**src/sv/kwl_pkg.sv**
```systemverilog
// Shared types, constants and character helpers for the keyword token lexer.
// Used by kwl_core, kwl_fifo and keyword_token_lexer; depends on nothing.
`default_nettype none

package kwl_pkg;

    // Token kind codes.
    localparam int KIND_W = 4;
    localparam logic [KIND_W-1:0] K_FN     = 4'd0;
    localparam logic [KIND_W-1:0] K_IDENT  = 4'd1;
    localparam logic [KIND_W-1:0] K_LPAREN = 4'd2;
    localparam logic [KIND_W-1:0] K_VOID   = 4'd3;
    localparam logic [KIND_W-1:0] K_RPAREN = 4'd4;
    localparam logic [KIND_W-1:0] K_LBRACE = 4'd5;
    localparam logic [KIND_W-1:0] K_RETURN = 4'd6;
    localparam logic [KIND_W-1:0] K_NUMBER = 4'd7;
    localparam logic [KIND_W-1:0] K_PLUS   = 4'd8;
    localparam logic [KIND_W-1:0] K_STAR   = 4'd9;
    localparam logic [KIND_W-1:0] K_SEMI   = 4'd10;
    localparam logic [KIND_W-1:0] K_RBRACE = 4'd11;
    localparam logic [KIND_W-1:0] K_END    = 4'd12;
    localparam logic [KIND_W-1:0] K_ERROR  = 4'd13;

    // One source byte gives at most this many tokens.
    localparam int MAX_RESULTS = 3;
    localparam int PUSH_W      = 2;

    // Result queue geometry.
    localparam int Q_DEPTH = 8;
    localparam int Q_AW    = 3;
    localparam int Q_CNT_W = 4;

    // Keyword candidate index.
    localparam logic [1:0] KW_IDX_FN     = 2'd0;
    localparam logic [1:0] KW_IDX_RETURN = 2'd1;
    localparam logic [1:0] KW_IDX_VOID   = 2'd2;

    function automatic logic is_dig(input logic [7:0] c);
        return (c >= "0") && (c <= "9");
    endfunction

    function automatic logic is_let(input logic [7:0] c);
        return ((c >= "a") && (c <= "z")) || ((c >= "A") && (c <= "Z"));
    endfunction

    function automatic logic is_sp(input logic [7:0] c);
        return (c == " ") || (c == 8'h09) || (c == 8'h0A);
    endfunction

    // Expected byte of a keyword at a given matched length.
    function automatic logic [7:0] kw_char(input logic [1:0] k, input logic [2:0] prog);
        logic [7:0] r;
        r = 8'h00;
        unique case (k)
            KW_IDX_FN:
            begin
                unique case (prog)
                    3'd0:    r = "f";
                    3'd1:    r = "n";
                    default: r = 8'h00;
                endcase
            end
            KW_IDX_RETURN:
            begin
                unique case (prog)
                    3'd0:    r = "r";
                    3'd1:    r = "e";
                    3'd2:    r = "t";
                    3'd3:    r = "u";
                    3'd4:    r = "r";
                    3'd5:    r = "n";
                    default: r = 8'h00;
                endcase
            end
            KW_IDX_VOID:
            begin
                unique case (prog)
                    3'd0:    r = "v";
                    3'd1:    r = "o";
                    3'd2:    r = "i";
                    3'd3:    r = "d";
                    default: r = 8'h00;
                endcase
            end
            default: r = 8'h00;
        endcase
        return r;
    endfunction

    function automatic logic [2:0] kw_size(input logic [1:0] k);
        logic [2:0] r;
        unique case (k)
            KW_IDX_FN:     r = 3'd2;
            KW_IDX_RETURN: r = 3'd6;
            KW_IDX_VOID:   r = 3'd4;
            default:       r = 3'd0;
        endcase
        return r;
    endfunction

    function automatic logic [KIND_W-1:0] kw_kind(input logic [1:0] k);
        logic [KIND_W-1:0] r;
        unique case (k)
            KW_IDX_FN:     r = K_FN;
            KW_IDX_RETURN: r = K_RETURN;
            default:       r = K_VOID;
        endcase
        return r;
    endfunction

endpackage

`default_nettype wire

```
**src/sv/kwl_fifo.sv**
```systemverilog
// Result queue for the keyword token lexer: takes up to three tokens a cycle,
// gives one a cycle unless the output stalls. Depends on kwl_pkg.
`default_nettype none

module kwl_fifo
    import kwl_pkg::*;
#(
    parameter int W = 38
)
(
    input  wire logic                          clk,
    input  wire logic                          rst_n,
    input  wire logic [PUSH_W-1:0]             push_n,
    input  wire logic [MAX_RESULTS-1:0][W-1:0] push_data,
    output logic                               space,
    output logic                               out_valid,
    input  wire logic                          out_stall,
    output logic [W-1:0]                       out_data
);

    logic [W-1:0]       mem [0:Q_DEPTH-1];
    logic [Q_AW-1:0]    wr_ptr_reg;
    logic [Q_AW-1:0]    wr_ptr_next;
    logic [Q_AW-1:0]    rd_ptr_reg;
    logic [Q_AW-1:0]    rd_ptr_next;
    logic [Q_CNT_W-1:0] count_reg;
    logic [Q_CNT_W-1:0] count_next;
    logic               pop;

    // The head entry is shown directly; it holds until the transaction completes.
    assign out_valid = (count_reg != '0);
    assign out_data  = mem[rd_ptr_reg];
    assign pop       = out_valid && !out_stall;
    assign space     = (count_reg <= Q_CNT_W'(Q_DEPTH - MAX_RESULTS));

    // Pointer and fill count arithmetic.
    always_comb
    begin
        wr_ptr_next = wr_ptr_reg + Q_AW'(push_n);
        rd_ptr_next = pop ? (rd_ptr_reg + 1'b1) : rd_ptr_reg;
        count_next  = count_reg + Q_CNT_W'(push_n) - Q_CNT_W'(pop);
    end

    always_ff @(posedge clk or negedge rst_n)
    begin
        if (!rst_n)
        begin
            wr_ptr_reg <= '0;
            rd_ptr_reg <= '0;
            count_reg  <= '0;
        end
        else
        begin
            wr_ptr_reg <= wr_ptr_next;
            rd_ptr_reg <= rd_ptr_next;
            count_reg  <= count_next;
        end
    end

    // Token storage; up to three consecutive entries are written per cycle.
    always_ff @(posedge clk)
    begin
        for (int i = 0; i < MAX_RESULTS; i++)
        begin
            if (PUSH_W'(i) < push_n)
            begin
                mem[wr_ptr_reg + Q_AW'(i)] <= push_data[i];
            end
        end
    end

endmodule

`default_nettype wire

```
**src/sv/kwl_core.sv**
```systemverilog
// Lexer state and the per-byte token logic of the keyword token lexer.
// Depends on kwl_pkg.
`default_nettype none

module kwl_core
    import kwl_pkg::*;
#(
    parameter int POS_BITS = 16,
    parameter int W        = 2 * POS_BITS + 6
)
(
    input  wire logic                          clk,
    input  wire logic                          rst_n,
    input  wire logic                          go,
    input  wire logic [7:0]                    ch,
    input  wire logic                          last,
    output logic [PUSH_W-1:0]                  push_n,
    output logic [MAX_RESULTS-1:0][W-1:0]      push_data
);

    typedef enum logic [2:0] {
        M_IDLE    = 3'd0,
        M_NUM     = 3'd1,
        M_IDENT   = 3'd2,
        M_KW_FN   = 3'd3,
        M_KW_RET  = 3'd4,
        M_KW_VOID = 3'd5,
        M_DROP    = 3'd6
    } mode_t;

    mode_t               mode_reg;
    mode_t               mode_next;
    logic [2:0]          kp_reg;
    logic [2:0]          kp_next;
    logic [POS_BITS-1:0] rs_reg;
    logic [POS_BITS-1:0] rs_next;
    logic [POS_BITS:0]   rl_reg;
    logic [POS_BITS:0]   rl_next;
    logic [POS_BITS:0]   bp_reg;
    logic [POS_BITS:0]   bp_next;

    logic [POS_BITS-1:0] p;
    mode_t               fr_mode;
    logic                fr_begin;
    logic                fr_emit;
    logic [KIND_W-1:0]   fr_kind;
    logic [1:0]          kw_idx;
    logic                kw_hit;
    logic [2:0]          kp_inc;
    logic                alnum;
    logic [W-1:0]        slot [0:MAX_RESULTS-1];
    logic [PUSH_W-1:0]   n;

    function automatic logic [W-1:0] tok(input logic [KIND_W-1:0] kind,
                                        input logic [POS_BITS-1:0] start,
                                        input logic [POS_BITS:0] len,
                                        input logic eos);
        return {eos, len, start, kind};
    endfunction

    assign p     = bp_reg[POS_BITS-1:0];
    assign alnum = is_dig(ch) || is_let(ch);

    // Classification of a byte that starts a fresh token.
    always_comb
    begin
        fr_mode  = M_IDLE;
        fr_begin = 1'b0;
        fr_emit  = 1'b0;
        fr_kind  = K_ERROR;
        priority if (is_sp(ch))
        begin
            fr_mode = M_IDLE;
        end
        else if (is_dig(ch))
        begin
            fr_mode  = M_NUM;
            fr_begin = 1'b1;
        end
        else if (ch == "f")
        begin
            fr_mode  = M_KW_FN;
            fr_begin = 1'b1;
        end
        else if (ch == "r")
        begin
            fr_mode  = M_KW_RET;
            fr_begin = 1'b1;
        end
        else if (ch == "v")
        begin
            fr_mode  = M_KW_VOID;
            fr_begin = 1'b1;
        end
        else if (is_let(ch))
        begin
            fr_mode  = M_IDENT;
            fr_begin = 1'b1;
        end
        else
        begin
            fr_emit = 1'b1;
            fr_mode = M_IDLE;
            unique case (ch)
                "+":     fr_kind = K_PLUS;
                "*":     fr_kind = K_STAR;
                "(":     fr_kind = K_LPAREN;
                ")":     fr_kind = K_RPAREN;
                "{":     fr_kind = K_LBRACE;
                "}":     fr_kind = K_RBRACE;
                ";":     fr_kind = K_SEMI;
                default:
                begin
                    fr_kind = K_ERROR;
                    fr_mode = M_DROP;
                end
            endcase
        end
    end

    // Keyword candidate matching against the stored progress.
    always_comb
    begin
        unique case (mode_reg)
            M_KW_FN:  kw_idx = KW_IDX_FN;
            M_KW_RET: kw_idx = KW_IDX_RETURN;
            default:  kw_idx = KW_IDX_VOID;
        endcase
        kp_inc = kp_reg + 3'd1;
        kw_hit = (kp_reg < kw_size(kw_idx)) && (ch == kw_char(kw_idx, kp_reg));
    end

    // Next state and the tokens this byte gives, in order.
    always_comb
    begin
        mode_next = mode_reg;
        kp_next   = kp_reg;
        rs_next   = rs_reg;
        rl_next   = rl_reg;
        bp_next   = bp_reg;
        n         = '0;
        for (int i = 0; i < MAX_RESULTS; i++)
        begin
            slot[i] = '0;
        end

        if (go)
        begin
            if (mode_reg != M_DROP)
            begin
                if (bp_reg[POS_BITS])
                begin
                    // Source too long: close any pending run, then report it.
                    if (mode_reg == M_NUM)
                    begin
                        slot[n] = tok(K_NUMBER, rs_reg, rl_reg, 1'b0);
                        n = n + 1'b1;
                    end
                    else if (mode_reg != M_IDLE)
                    begin
                        slot[n] = tok(K_IDENT, rs_reg, rl_reg, 1'b0);
                        n = n + 1'b1;
                    end
                    slot[n]   = tok(K_ERROR, '1, '0, 1'b0);
                    n         = n + 1'b1;
                    mode_next = M_DROP;
                    kp_next   = 3'd0;
                end
                else
                begin
                    priority if ((mode_reg == M_NUM && is_dig(ch))
                                 || (mode_reg == M_IDENT && alnum))
                    begin
                        rl_next = rl_reg + 1'b1;
                    end
                    else if ((mode_reg == M_KW_FN || mode_reg == M_KW_RET
                              || mode_reg == M_KW_VOID) && kw_hit)
                    begin
                        kp_next = kp_inc;
                        rl_next = rl_reg + 1'b1;
                        if (kp_inc == kw_size(kw_idx))
                        begin
                            slot[n] = tok(kw_kind(kw_idx), rs_reg,
                                          {{(POS_BITS-2){1'b0}}, kw_size(kw_idx)}, 1'b0);
                            n         = n + 1'b1;
                            mode_next = M_IDLE;
                            kp_next   = 3'd0;
                        end
                    end
                    else if ((mode_reg == M_KW_FN || mode_reg == M_KW_RET
                              || mode_reg == M_KW_VOID) && alnum)
                    begin
                        // A broken keyword carries on as an identifier.
                        mode_next = M_IDENT;
                        kp_next   = 3'd0;
                        rl_next   = rl_reg + 1'b1;
                    end
                    else
                    begin
                        // Close the pending run, then lex this byte afresh.
                        if (mode_reg == M_NUM)
                        begin
                            slot[n] = tok(K_NUMBER, rs_reg, rl_reg, 1'b0);
                            n = n + 1'b1;
                        end
                        else if (mode_reg != M_IDLE)
                        begin
                            slot[n] = tok(K_IDENT, rs_reg, rl_reg, 1'b0);
                            n = n + 1'b1;
                        end
                        mode_next = fr_mode;
                        if (fr_begin)
                        begin
                            rs_next = p;
                            rl_next = {{POS_BITS{1'b0}}, 1'b1};
                            kp_next = 3'd1;
                        end
                        else
                        begin
                            kp_next = 3'd0;
                        end
                        if (fr_emit)
                        begin
                            slot[n] = tok(fr_kind, p, {{POS_BITS{1'b0}}, 1'b1}, 1'b0);
                            n = n + 1'b1;
                        end
                    end
                    bp_next = bp_reg + 1'b1;
                end
            end

            if (last)
            begin
                // End of source: close the run, give the end token, reset.
                if (n != 2'd3)
                begin
                    if (mode_next == M_NUM)
                    begin
                        slot[n] = tok(K_NUMBER, rs_next, rl_next, 1'b0);
                        n = n + 1'b1;
                    end
                    else if (mode_next == M_IDENT || mode_next == M_KW_FN
                             || mode_next == M_KW_RET || mode_next == M_KW_VOID)
                    begin
                        slot[n] = tok(K_IDENT, rs_next, rl_next, 1'b0);
                        n = n + 1'b1;
                    end
                end
                if (n != 2'd3)
                begin
                    slot[n] = tok(K_END, '0, '0, 1'b1);
                    n = n + 1'b1;
                end
                mode_next = M_IDLE;
                kp_next   = 3'd0;
                rs_next   = '0;
                rl_next   = '0;
                bp_next   = '0;
            end
        end
    end

    assign push_n = n;

    always_comb
    begin
        for (int i = 0; i < MAX_RESULTS; i++)
        begin
            push_data[i] = slot[i];
        end
    end

    always_ff @(posedge clk or negedge rst_n)
    begin
        if (!rst_n)
        begin
            mode_reg <= M_IDLE;
            kp_reg   <= 3'd0;
            rs_reg   <= '0;
            rl_reg   <= '0;
            bp_reg   <= '0;
        end
        else
        begin
            mode_reg <= mode_next;
            kp_reg   <= kp_next;
            rs_reg   <= rs_next;
            rl_reg   <= rl_next;
            bp_reg   <= bp_next;
        end
    end

endmodule

`default_nettype wire

```
**src/sv/keyword_token_lexer.sv**
```systemverilog
// Top level of the keyword token lexer: input register, lexer core and
// result queue. Depends on kwl_pkg, kwl_core and kwl_fifo.
//
//   channel | signals                                              | role
//   --------+------------------------------------------------------+--------
//   in      | in_valid, in_stall, ch, last                         | bytes
//   out     | out_valid, out_stall, token_kind, token_start,       | tokens
//           | token_len, end_of_source                             |
//
// Each byte is registered, then lexed once the queue has room, and its tokens
// (none to three) are written to an eight-entry queue in that same cycle.
// One byte a cycle is taken while the queue has room for three tokens; the
// output port gives one token a cycle unless stalled, so a sustained rate
// of one byte per cycle holds while bytes average at most one token. Reset
// returns the lexer to idle at offset zero and empties the queue. A stall on
// the output only stalls the input once the queue is nearly full.
`default_nettype none

module keyword_token_lexer
    import kwl_pkg::*;
#(
    parameter int POS_BITS = 16
)
(
    input  wire logic                clk,
    input  wire logic                rst_n,
    input  wire logic                in_valid,
    output logic                     in_stall,
    input  wire logic [7:0]          ch,
    input  wire logic                last,
    output logic                     out_valid,
    input  wire logic                out_stall,
    output logic [KIND_W-1:0]        token_kind,
    output logic [POS_BITS-1:0]      token_start,
    output logic [POS_BITS:0]        token_len,
    output logic                     end_of_source
);

    localparam int TW = KIND_W + POS_BITS + (POS_BITS + 1) + 1;

    logic                         stage_valid_reg;
    logic                         stage_valid_next;
    logic [7:0]                   ch_reg;
    logic                         last_reg;
    logic                         space;
    logic                         go;
    logic                         accept;
    logic [PUSH_W-1:0]            push_n;
    logic [MAX_RESULTS-1:0][TW-1:0] push_data;
    logic [TW-1:0]                out_data;

    // The held byte is lexed once the queue can take its tokens.
    assign go       = stage_valid_reg && space;
    assign in_stall = stage_valid_reg && !space;
    assign accept   = in_valid && !in_stall;

    always_comb
    begin
        if (accept)
        begin
            stage_valid_next = 1'b1;
        end
        else if (go)
        begin
            stage_valid_next = 1'b0;
        end
        else
        begin
            stage_valid_next = stage_valid_reg;
        end
    end

    always_ff @(posedge clk or negedge rst_n)
    begin
        if (!rst_n)
        begin
            stage_valid_reg <= 1'b0;
        end
        else
        begin
            stage_valid_reg <= stage_valid_next;
        end
    end

    // Input byte register.
    always_ff @(posedge clk)
    begin
        if (accept)
        begin
            ch_reg   <= ch;
            last_reg <= last;
        end
    end

    kwl_core #(
        .POS_BITS (POS_BITS),
        .W        (TW)
    ) u_core (
        .clk       (clk),
        .rst_n     (rst_n),
        .go        (go),
        .ch        (ch_reg),
        .last      (last_reg),
        .push_n    (push_n),
        .push_data (push_data)
    );

    kwl_fifo #(
        .W (TW)
    ) u_fifo (
        .clk       (clk),
        .rst_n     (rst_n),
        .push_n    (push_n),
        .push_data (push_data),
        .space     (space),
        .out_valid (out_valid),
        .out_stall (out_stall),
        .out_data  (out_data)
    );

    // Unpack the queued transaction onto the output ports.
    assign token_kind    = out_data[KIND_W-1:0];
    assign token_start   = out_data[KIND_W +: POS_BITS];
    assign token_len     = out_data[KIND_W + POS_BITS +: POS_BITS + 1];
    assign end_of_source = out_data[TW-1];

endmodule

`default_nettype wire
```
**config.mk**
```make
export PLATFORM = sky130hd
export DESIGN_NAME = keyword_token_lexer
export DESIGN_NICKNAME = d
export VERILOG_FILES = /design/src/sv/kwl_pkg.sv /design/src/sv/kwl_fifo.sv /design/src/sv/kwl_core.sv /design/src/sv/keyword_token_lexer.sv
export SDC_FILE = /design/constraint.sdc
export NUM_CORES = 1
export LEC_CHECK = 0
export BUFFER_PORTS_ARGS = -buffer_cell sky130_fd_sc_hd__buf_4
export CORE_MARGIN = 2
export CORE_UTILIZATION = 40
export DETAILED_ROUTE_END_ITERATION = 10
export SYNTH_ARGS = -nofsm -noshare
export SYNTH_HDL_FRONTEND = slang
export SYNTH_HIERARCHICAL = 1
export SYNTH_SLANG_ARGS = --single-unit
```
**constraint.sdc**
```tcl
create_clock -name clk -period 20.5 [get_ports clk]
set_input_delay 2.05 -clock clk [delete_from_list [all_inputs] [get_ports clk]]
set_output_delay 2.05 -clock clk [all_outputs]
set_load 0.01 [all_outputs]
```
## Word-level counts from Yosys, hierarchy flattened

Memory sizes are Yosys's and may differ from the RTL's.
Cells that the tools add are included.

- Multiply operators: 0
- Equal/unequal tests: 37
- Bitwise operators: 10
- Order comparisons: 19
- Reductions and logical operators: 40
- Shifts and indexed selects: 0
- Divide/modulo/power cells: 0
- $add $sub $neg: 13
- Multiplexer cells: 147

Operators by type and width:

| cell | count |
|---|---|
| $mux W114 | 14 |
| $mux W38 | 14 |
| $bwmux W114 | 3 |
| $demux W38 S2 | 4 |
| $mux W17 | 11 |
| $mux W16 | 8 |
| $and A105 B105 Y105 | 1 |
| $not A105 Y105 | 1 |
| $mux W3 | 27 |
| $mux W76 | 1 |
| $mux W37 | 2 |
| $and A57 B57 Y57 | 1 |
| $not A57 Y57 | 1 |
| $or A57 B57 Y57 | 1 |
| $mux W2 | 25 |
| $eq A8 B6 Y1 const B | 6 |
| $eq A8 B7 Y1 const B | 5 |
| $pmux W7 S5 | 1 |
| $add A17 B1 Y17 const B | 2 |
| $pmux W4 S7 | 1 |
| $pmux W7 S4 | 1 |
| $mux W4 | 6 |
| $pmux W8 S3 | 1 |
| $mux W1 | 23 |
| other kinds (46) | 106 |

- Flip-flop bits (word level): 76
- RAM bits: 304
- Memory bits (read-only): 0
- Word-level logic and storage cells: 279
- Bits of input ports: 13
- Latch bits: 0
- Memories: 1

Memory list:

| name | words | bits a word | read ports | clocked after Yosys merged registers in | write ports | RTL line | RTL |
|---|---|---|---|---|---|---|---|
| u_fifo.mem | 8 | 38 | 1 | 0 | 3 | kwl_fifo.sv:21 | `logic [W-1:0] mem [0:Q_DEPTH-1];` |

## Depth between registers and ports, before layout

Gate-level depths: netlist (run 1).

- Depth after elaboration: 38
- Gate-level depth with buffers: 26
- Gate-level depth less buffers: 21

## Modules after synthesis

The synthesis (run 1) kept the hierarchy.

Modules (own cells, without submodules):

| module | instances | seq. area each (um^2) | area an instance (um^2) | cells an instance |
|---|---|---|---|---|
| kwl_fifo | 1 | 9,379.0 | 21,007.6 | 2,188 |
| kwl_core | 1 | 1,401.3 | 6,372.4 | 807 |
| keyword_token_lexer | 1 | 295.3 | 334.1 | 15 |

## Worst setup path after synthesis (run 1)

No wires, ideal clock.

- Kind: reg-to-reg
- Start: register u_core.kp_reg[1]
- End: memory u_fifo.mem[0][0], enable pin
- Stages on the path, launching flop included: 22
- Setup slack: 13.105 ns
- Arrival time: 6.947 ns
- Path buffers: 4
- Data required time: 20.053 ns
- Cell sequence: dfrtp_1 clkbuf_1 inv_1 ha_1 nand2_1 a221oi_1 a21boi_0 or4_4 or4_1 o211a_2 nor2_4 ha_1 o21ai_1 or4_1 o21ai_1 buf_2 a211oi_1 nand3_1 buf_2 buf_4 mux2_2 o22ai_1

RTL lines:

| what | RTL line | RTL |
|---|---|---|
| start: declaration | kwl_core.sv:33 | `logic [2:0] kp_reg;` |
| start signal: assignment | kwl_core.sv:286 | `kp_reg <= kp_next;` |
| end: declaration | kwl_fifo.sv:21 |  |

==> results of run 1 <==
[worst paths after layout]
check                      depth (start not counted)                    to  slack [ns]                from
min in group asynchronous                          1      u_core/kp_reg[2]        1.57               rst_n
max                                               17     u_fifo/mem[1][31]       11.96  u_core/mode_reg[1]
min reg2reg                                        2       stage_valid_reg        0.54     stage_valid_reg
min                                                2       stage_valid_reg        0.54     stage_valid_reg
max in group asynchronous                          1  u_fifo/rd_ptr_reg[0]       18.15               rst_n
max reg2reg                                       17     u_fifo/mem[1][31]       11.96  u_core/mode_reg[1]
[layout make-up]
cell class,instances,area share
clock buffers,56,0.0402
clock inverters,27,0.00672
inverters,39,0.00495
multi-input cells,2203,0.506
flip-flops and latches,380,0.375
well taps,931,0.0394
repair buffers,105,0.0275
[layout by cell type (no fill, tap or decap), types with 11 or more instances in the layout]
master       n
nand2_1    362
nor3_1     315
edfxtp_1   313
a31oi_1    309
o21ai_0    295
nor2_1     114
buf_4      103
and4b_1     79
mux4_2      76
a21oi_1     70
dfrtp_1     63
clkbuf_16   46
mux2_2      41
and4_1      40
o21ai_1     37
o2bb2ai_1   37
nor4bb_1    37
inv_1       36
o32ai_2     31
a211oi_1    23
ha_1        22
nand3_1     21
mux2i_1     19
a2bb2oi_1   18
and3_1      17
o32a_1      17
nor3b_1     14
clkinv_1    13
xor2_1      13
o21bai_1    13
nand4_1     13
or2_2       12
and2_1      11
[cell usage after synthesis, drive strengths merged (4+ instances only)]
| library cell | instances | area [µm²] |
|---|---|---|
| nor2 | 116 | 443 |
| a21o | 6 | 45.0 |
| o32ai | 37 | 557 |
| nand4 | 13 | 81.3 |
| o2bb2ai | 37 | 324 |
| nor4bb | 37 | 370 |
| a22oi | 4 | 30.0 |
| dfrtp | 67 | 1680 |
| nand2b | 11 | 76.3 |
| xor2 | 14 | 123 |
| nor2b | 9 | 56.3 |
| or4 | 6 | 48.8 |
| nor3 | 318 | 1610 |
| o22ai | 16 | 100 |
| clkbuf | 237 | 892 |
| nand3 | 23 | 115 |
| mux2i | 19 | 190 |
| nand2 | 363 | 1360 |
| nand3b | 5 | 37.5 |
| and4b | 79 | 791 |
| o21bai | 13 | 97.6 |
| a21oi | 70 | 350 |
| and2 | 13 | 83.8 |
| a211oi | 25 | 193 |
| o32a | 17 | 170 |
| o31a | 5 | 43.8 |
| mux2 | 42 | 477 |
| nor3b | 15 | 124 |
| buf | 151 | 821 |
| and3 | 17 | 106 |
| or2 | 12 | 75.1 |
| a221oi | 5 | 56.3 |
| inv | 38 | 143 |
| mux4 | 76 | 1710 |
| a31oi | 309 | 1930 |
| o21ai | 333 | 1670 |
| a2bb2oi | 18 | 158 |
| nor4 | 5 | 52.6 |
| or3 | 10 | 67.6 |
| and4 | 41 | 362 |
| xnor2 | 8 | 70.1 |
| ha | 23 | 288 |
| edfxtp | 313 | 9400 |
[worst register-to-register path: cells and delay by family, from the launching register on]
family	cells	cell delay [ns]
buffers and inverters	3	1.52
AO/OA/AOI/OAI	4	1.66
AND/OR/NAND/NOR	9	3.94
flip-flops	1	0.78
adder cells (fa/ha/maj)	1	0.32
[power groups by stage]
stage	combinational, µW	sequential (µW)	clock [µW]
2_1_floorplan	1840	1240	0
3_3_place_gp	2580	1350	0
3_5_place_dp	2620	1360	0
4_1_cts	2630	1340	792
5_1_grt	2810	1370	816
6_report	2690	1350	785
[stage by stage]
stage / instances / power, µW / util / setup WS [ns]
6_report: 3741 / 4820 / 0.431 / 11.96
5_1_grt: 3741 / 5000 / 0.431 / 11.56
4_1_cts: 3741 / 4760 / 0.431 / 12.20
3_5_place_dp: 3658 / 3980 / 0.411 / 12.17
3_3_place_gp: 3658 / 3920 / 0.411 / 12.55
2_1_floorplan: 3010 / 3080 / - / 13.11
[routing by layer]
| layer | global-route usage | vias to the layer above | part of all wire |
|---|---|---|---|
| met5 | 0 | - | 0.00019 |
| met4 | 0.124 | 2 | 0.041 |
| met3 | 0.0736 | 323 | 0.13 |
| met2 | 0.426 | 1923 | 0.44 |
| met1 | 0.376 | 12530 | 0.39 |
| li1 | - | 11114 | - |
[cell families after synthesis]
group | synth area share
compound gates | 0.214
xor+xnor | 0.00695
fa+ha+maj | 0.0122
buf+inv | 0.0671
flops | 0.400
mux | 0.0858
simple gates | 0.214
==> metrics.cfg, run 1 <==
[status]
status=completed

[floorplan]
ios=53
start_util=0.404
die_area_um2=71400
core_area_um2=68600
fp.dieH_um=267
rows=96
die_w_um=267

[logic_synthesis]
synth_nets=3048
synth_cell_types=88
syn_area_per_cell_um2=9.21
async_flop_share=0.176
synth_warnings=6
synthesis.area_um2=27700
synth-edff-count=313
ys_seq_elements=380
ys.flop_type=edfxtp_1
seq_area_frac_synth=0.400
syn_inst=3010

[cells_and_area]
num_antenna_cells=0
largest_reg_flops=304
drive_gt1_frac=0.133
syn_to_final_growth_pct=6.75
n_fill_cell=6436
multi_input_area_um2=15000
seqCellArea_um2=11100
final_area_um2=29600
fin_nets=2813

[power]
ir_drop_uv=199
powerDensity_nw_per_um2=163
power_frac_seq=0.279
switchingPower_uw=2440
p_leak_uw=0.00899
clock_power_share=0.163
p_sw_frac=0.505
power.share.combinational=0.558
p_int_uw=2390

[worst_setup_path]
path_class=flip-flop to flip-flop
slowest_delay_ns=1.00
cp-end-kind=flip-flop
path_common_cell=buf_4
cpMaxStageDelayCell=or2_2
cp_data_arrival_time_ns=8.82
crit_buf_inv=3
worstPathCellList=nand3b_1 -> inv_2 -> nand2_1 -> and4_1 -> or4_4 -> or4_1 -> o211a_2 -> nor2_4 -> ha_1 -> nor3_1 -> o21ai_2 -> a211oi_1 -> nand3_4 -> buf_4 -> buf_4 -> or2_2 -> a31oi_1
crit_family=simple AND/OR/NAND/NOR gates
cp-start-kind=flip-flop
required_ns=20.77
cp_max_fo=60

[detailed_routing]
drt-initial-drc-count=3624
antenna_left=0
vias=25892
drc=0
drt_pass1_iterations=8
routed_wl_mm=103
wire_per_inst_um=27.4
via_per_inst=6.92

[cts]
postCtsSetupBuffers=0
cts_made_buffers=46
cts_root_buf=clkbuf_16
tritoncts=yes
cts_hold_buf=0
clockBufferDepth=3
clkSinkCount=380
clk_pin_slew_worst_paths_ns=0.06
cts_max_level=2
cts_resized=0
clk_latency_ns=0.61

[grt]
grt_pass1_vias=24659
grt_pass1_wl_mm=154
grt_max_degree=237
antenna_found_initial=2
grt-ovfl-total=0
grt.total_usage=0.281

[sta]
setup_viol=0
holdWs_ns=0.539
fmax_mhz=117
finalHoldViolCount=0
tightest_slew_ns=1.27
min_period_ns=8.54
relSlewSlack=0.153
rsz0062_at_grt=no
fin_setup_tns_ns=0
fin_crit_sh=0.417
slew_viol_final=0
clock-skew-final_ns=0.0281

[flow_run]
cap_violations=0

[placement]
gp_congestion=0.914
post-dp-hpwl_mm=58.7
port_buffers=52
placed_area_um2=28200

[min_path]
hp-class=flip-flop to flip-flop

Note: power is estimated with default switching activity, not from simulation.
==> run 2, diff against run 1 <==
- ABC_AREA: default -> 1
- clock period: 20.5 -> 8.88 ns (I/O delays scaled with it)
==> run 2 against run 1 <==
Compared with the run above: routed wire length grew 9.4%; worst setup slack lost 10 ns; utilization shrank 0.24 points.
==> metrics.cfg, run 2 <==
[sta]
fin_setup_tns_ns=0  ; unchanged
clock-skew-final_ns=0.0214  ; was 0.0281 ns
finalHoldViolCount=0  ; unchanged
rsz0062_at_grt=no  ; unchanged
fin_crit_sh=0.802  ; was 0.417
min_period_ns=7.12  ; was 8.54 ns
fmax_mhz=140  ; was 117 MHz
tightest_slew_ns=1.24  ; was 1.27 ns
relSlewSlack=0.162  ; was 0.153
slew_viol_final=0  ; unchanged
setup_viol=0  ; unchanged

[detailed_routing]
drt_pass1_iterations=6  ; was 8
vias=29761  ; was 25892
drt-initial-drc-count=4136  ; was 3624
via_per_inst=5.98  ; was 6.92
routed_wl_mm=112  ; was 103 mm
wire_per_inst_um=22.6  ; was 27.4 µm
antenna_left=0  ; unchanged
drc=0  ; unchanged

[cells_and_area]
n_fill_cell=7414  ; was 6436
largest_reg_flops=304  ; unchanged
fin_nets=4026  ; was 2813
final_common_cell=nand2_1  ; unchanged
final_cell_count_no_fill=4975  ; was 3741
syn_to_final_growth_pct=6.44  ; was 6.75%
layout_common_cells=1340 x nand2_1, 465 x nand3_1, 404 x nor2_1  ; was 362 x nand2_1, 315 x nor3_1, 313 x edfxtp_1
num_antenna_cells=0  ; unchanged
final_area_um2=30600  ; was 29600 µm²
drive_gt1_frac=0.0723  ; was 0.133

[logic_synthesis]
ys.flop_type=edfxtp_1  ; unchanged
syn_inst=4204  ; was 3010
synth.most_common_cell=nand2_1  ; unchanged
synthesis.area_um2=28800  ; was 27700 µm²
synth_cell_types=49  ; was 88
synth_nets=4242  ; was 3048
syn_area_per_cell_um2=6.84  ; was 9.21 µm²
synth_warnings=6  ; unchanged
ys_seq_elements=380  ; unchanged
synth-edff-count=313  ; unchanged
async_flop_share=0.176  ; unchanged
ys_top_cells_by_area=edfxtp_1 33%, nand2_1 18%, nand3_1 8.3%, nand4_1 7.7%, dfrtp_1 5.8%  ; was edfxtp_1 34%, a31oi_1 7.0%, mux4_2 6.2%, dfrtp_1 6.0%, nor3_1 5.7%
yosysTopAreaCellShare=0.327  ; was 0.339
seq_area_frac_synth=0.385  ; was 0.400
synth_area_leader_cell=edfxtp_1  ; unchanged
synthTopCellsByCount=1344 x nand2_1, 479 x nand3_1, 406 x nor2_1, 353 x nand4_1, 313 x edfxtp_1  ; was 363 x nand2_1, 316 x nor3_1, 313 x edfxtp_1, 309 x a31oi_1, 295 x o21ai_0

[cts]
tritoncts=yes  ; unchanged
clk_pin_slew_worst_paths_ns=0.06  ; about the same
clkSinkCount=380  ; unchanged
cts_made_buffers=46  ; unchanged
cts_max_level=2  ; unchanged
cts_hold_buf=0  ; unchanged
clk_latency_ns=0.61  ; about the same
cts_resized=0  ; unchanged
cts_root_buf=clkbuf_16  ; unchanged
clockBufferDepth=3  ; unchanged
postCtsSetupBuffers=0  ; unchanged

[flow_run]
cap_violations=0  ; unchanged

[power]
p_leak_uw=0.0143  ; was 0.00899 µW
p_int_uw=5860  ; was 2390 µW
p_sw_frac=0.529  ; was 0.505
clock_power_share=0.163  ; about the same
powerDensity_nw_per_um2=406  ; was 163 nW/µm²
switchingPower_uw=6570  ; was 2440 µW
power_frac_seq=0.252  ; was 0.279
ir_drop_uv=329  ; was 199 µV
power.share.combinational=0.585  ; was 0.558

[grt]
grt_max_degree=155  ; was 237
grt_pass1_wl_mm=171  ; was 154 mm
grt.total_usage=0.297  ; was 0.281
grt_pass1_vias=27931  ; was 24659
antenna_found_initial=1  ; was 2
grt-ovfl-total=0  ; unchanged

[floorplan]
fp.dieH_um=272  ; was 267 µm
die_area_um2=74100  ; was 71400 µm²
die_w_um=272  ; was 267 µm
start_util=0.403  ; was 0.404
core_area_um2=71400  ; was 68600 µm²
ios=53  ; unchanged
rows=98  ; was 96

[placement]
port_buffers=52  ; unchanged
placed_area_um2=29000  ; was 28200 µm²
post-dp-hpwl_mm=63.8  ; was 58.7 mm
placedCellCount=4890  ; was 3658
gp_congestion=0.901  ; was 0.914

[min_path]
hp-class=input pin to async pin  ; was flip-flop to flip-flop

[worst_setup_path]
cp-start-kind=flip-flop  ; unchanged
cp_num_cells=29  ; was 17
cp_max_fo=39  ; was 60
slowest_delay_ns=0.95  ; was 1.00 ns
cpMaxStageDelayCell=nand3_2  ; was or2_2
cp_data_arrival_time_ns=7.46  ; was 8.82 ns
required_ns=9.22  ; was 20.77 ns
ff2ff_path_depth=29  ; was 17
crit_buf_inv=8  ; was 3
path_class=flip-flop to flip-flop  ; unchanged
cp-end-kind=flip-flop  ; unchanged
path_common_cell=nand3_2  ; was buf_4
crit_family=simple AND/OR/NAND/NOR gates  ; unchanged

[status]
status=completed  ; unchanged

run 2: changes by cell type after synthesis, moves of 291 or more:
| cell | change |
|---|---|
| nand2_1 | +981 |
| nor3_1 | -295 |
| a31oi_1 | -303 |
| nor2_1 | +291 |
| nand4_1 | +340 |
| nand3_1 | +456 |
run 2: layout make-up:
cell class | instances | area (µm²) | share of cell area
Clock buffer | 60 | 1260 | 0.0413
Clock inverter | 25 | 318 | 0.0104
Inverter | 289 | 1090 | 0.0358
Multi-Input combinational cell | 3160 | 14800 | 0.484
Sequential cell | 380 | 11100 | 0.362
Tap cell | 950 | 1190 | 0.0388
Timing Repair Buffer | 111 | 858 | 0.0280
run 2: layer usage:
metal | vias up | track usage | share of wire
li1 | 13750 | - | -
met1 | 13865 | 0.407 | 0.41
met2 | 1803 | 0.454 | 0.44
met3 | 341 | 0.0562 | 0.11
met4 | 2 | 0.134 | 0.045
met5 | - | 0 | 0.00012
run 2: cells by family (layout without fill, tap and decap cells):
kind of cell / Yosys count / after routing / share of synthesized area
xor+xnor: 10 / 10 / 0.00305
buf+inv: 664 / 485 / 0.104
flops: 380 / 380 / 0.385
simple gates: 2661 / 2661 / 0.409
compound gates: 464 / 464 / 0.0877
fa+ha+maj: 25 / 25 / 0.0114
run 2: worst reg2reg max path: cells and delay by family (launching register included):
kind / cells / cell delay (ns)
compound gates: 2 / 0.36
fa+ha+maj: 2 / 0.39
buf+inv: 8 / 1.83
flops: 1 / 0.47
simple gates: 17 / 3.81
run 2: final timing paths:
kind	startpoint	endpoint	slack [ns]
min in group clk	ch[4]	ch_reg[4]	0.47
hold / removal	rst_n	u_core/bp_reg[5]	0.1
setup / recovery	u_core/mode_reg[2]	u_fifo/mem[3][8]	1.76
max in group asynchronous	rst_n	u_fifo/rd_ptr_reg[1]	7.50
hold reg to reg	u_core/bp_reg[6]	u_core/bp_reg[6]	0.55
setup reg to reg	u_core/mode_reg[2]	u_fifo/mem[3][8]	1.76
run 2: power groups by stage:
stage	Sequential [µW]	Combinational, µW	Clock, µW
after detailed placement	3160	7060	0
final	3130	7270	2020
after global placement	3150	7020	0
after CTS	3130	7090	2050
after global routing	3190	7910	2110
after floorplan	3020	5040	0
run 2: per-stage QoR:
| step | total power, µW | setup slack (ns) | hold slack [ns] | utilization |
|---|---|---|---|---|
| 6_report | 12400 | 1.76 | 0.0966 | 0.429 |
| 5_1_grt | 13200 | 1.30 | 0.0953 | 0.429 |
| 4_1_cts | 12300 | 1.85 | 0.0848 | 0.429 |
| 3_5_place_dp | 10200 | 1.88 | 0.541 | 0.407 |
| 3_3_place_gp | 10200 | 1.98 | 0.535 | 0.407 |
| 2_1_floorplan | 8060 | 3.58 | 0.477 | - |
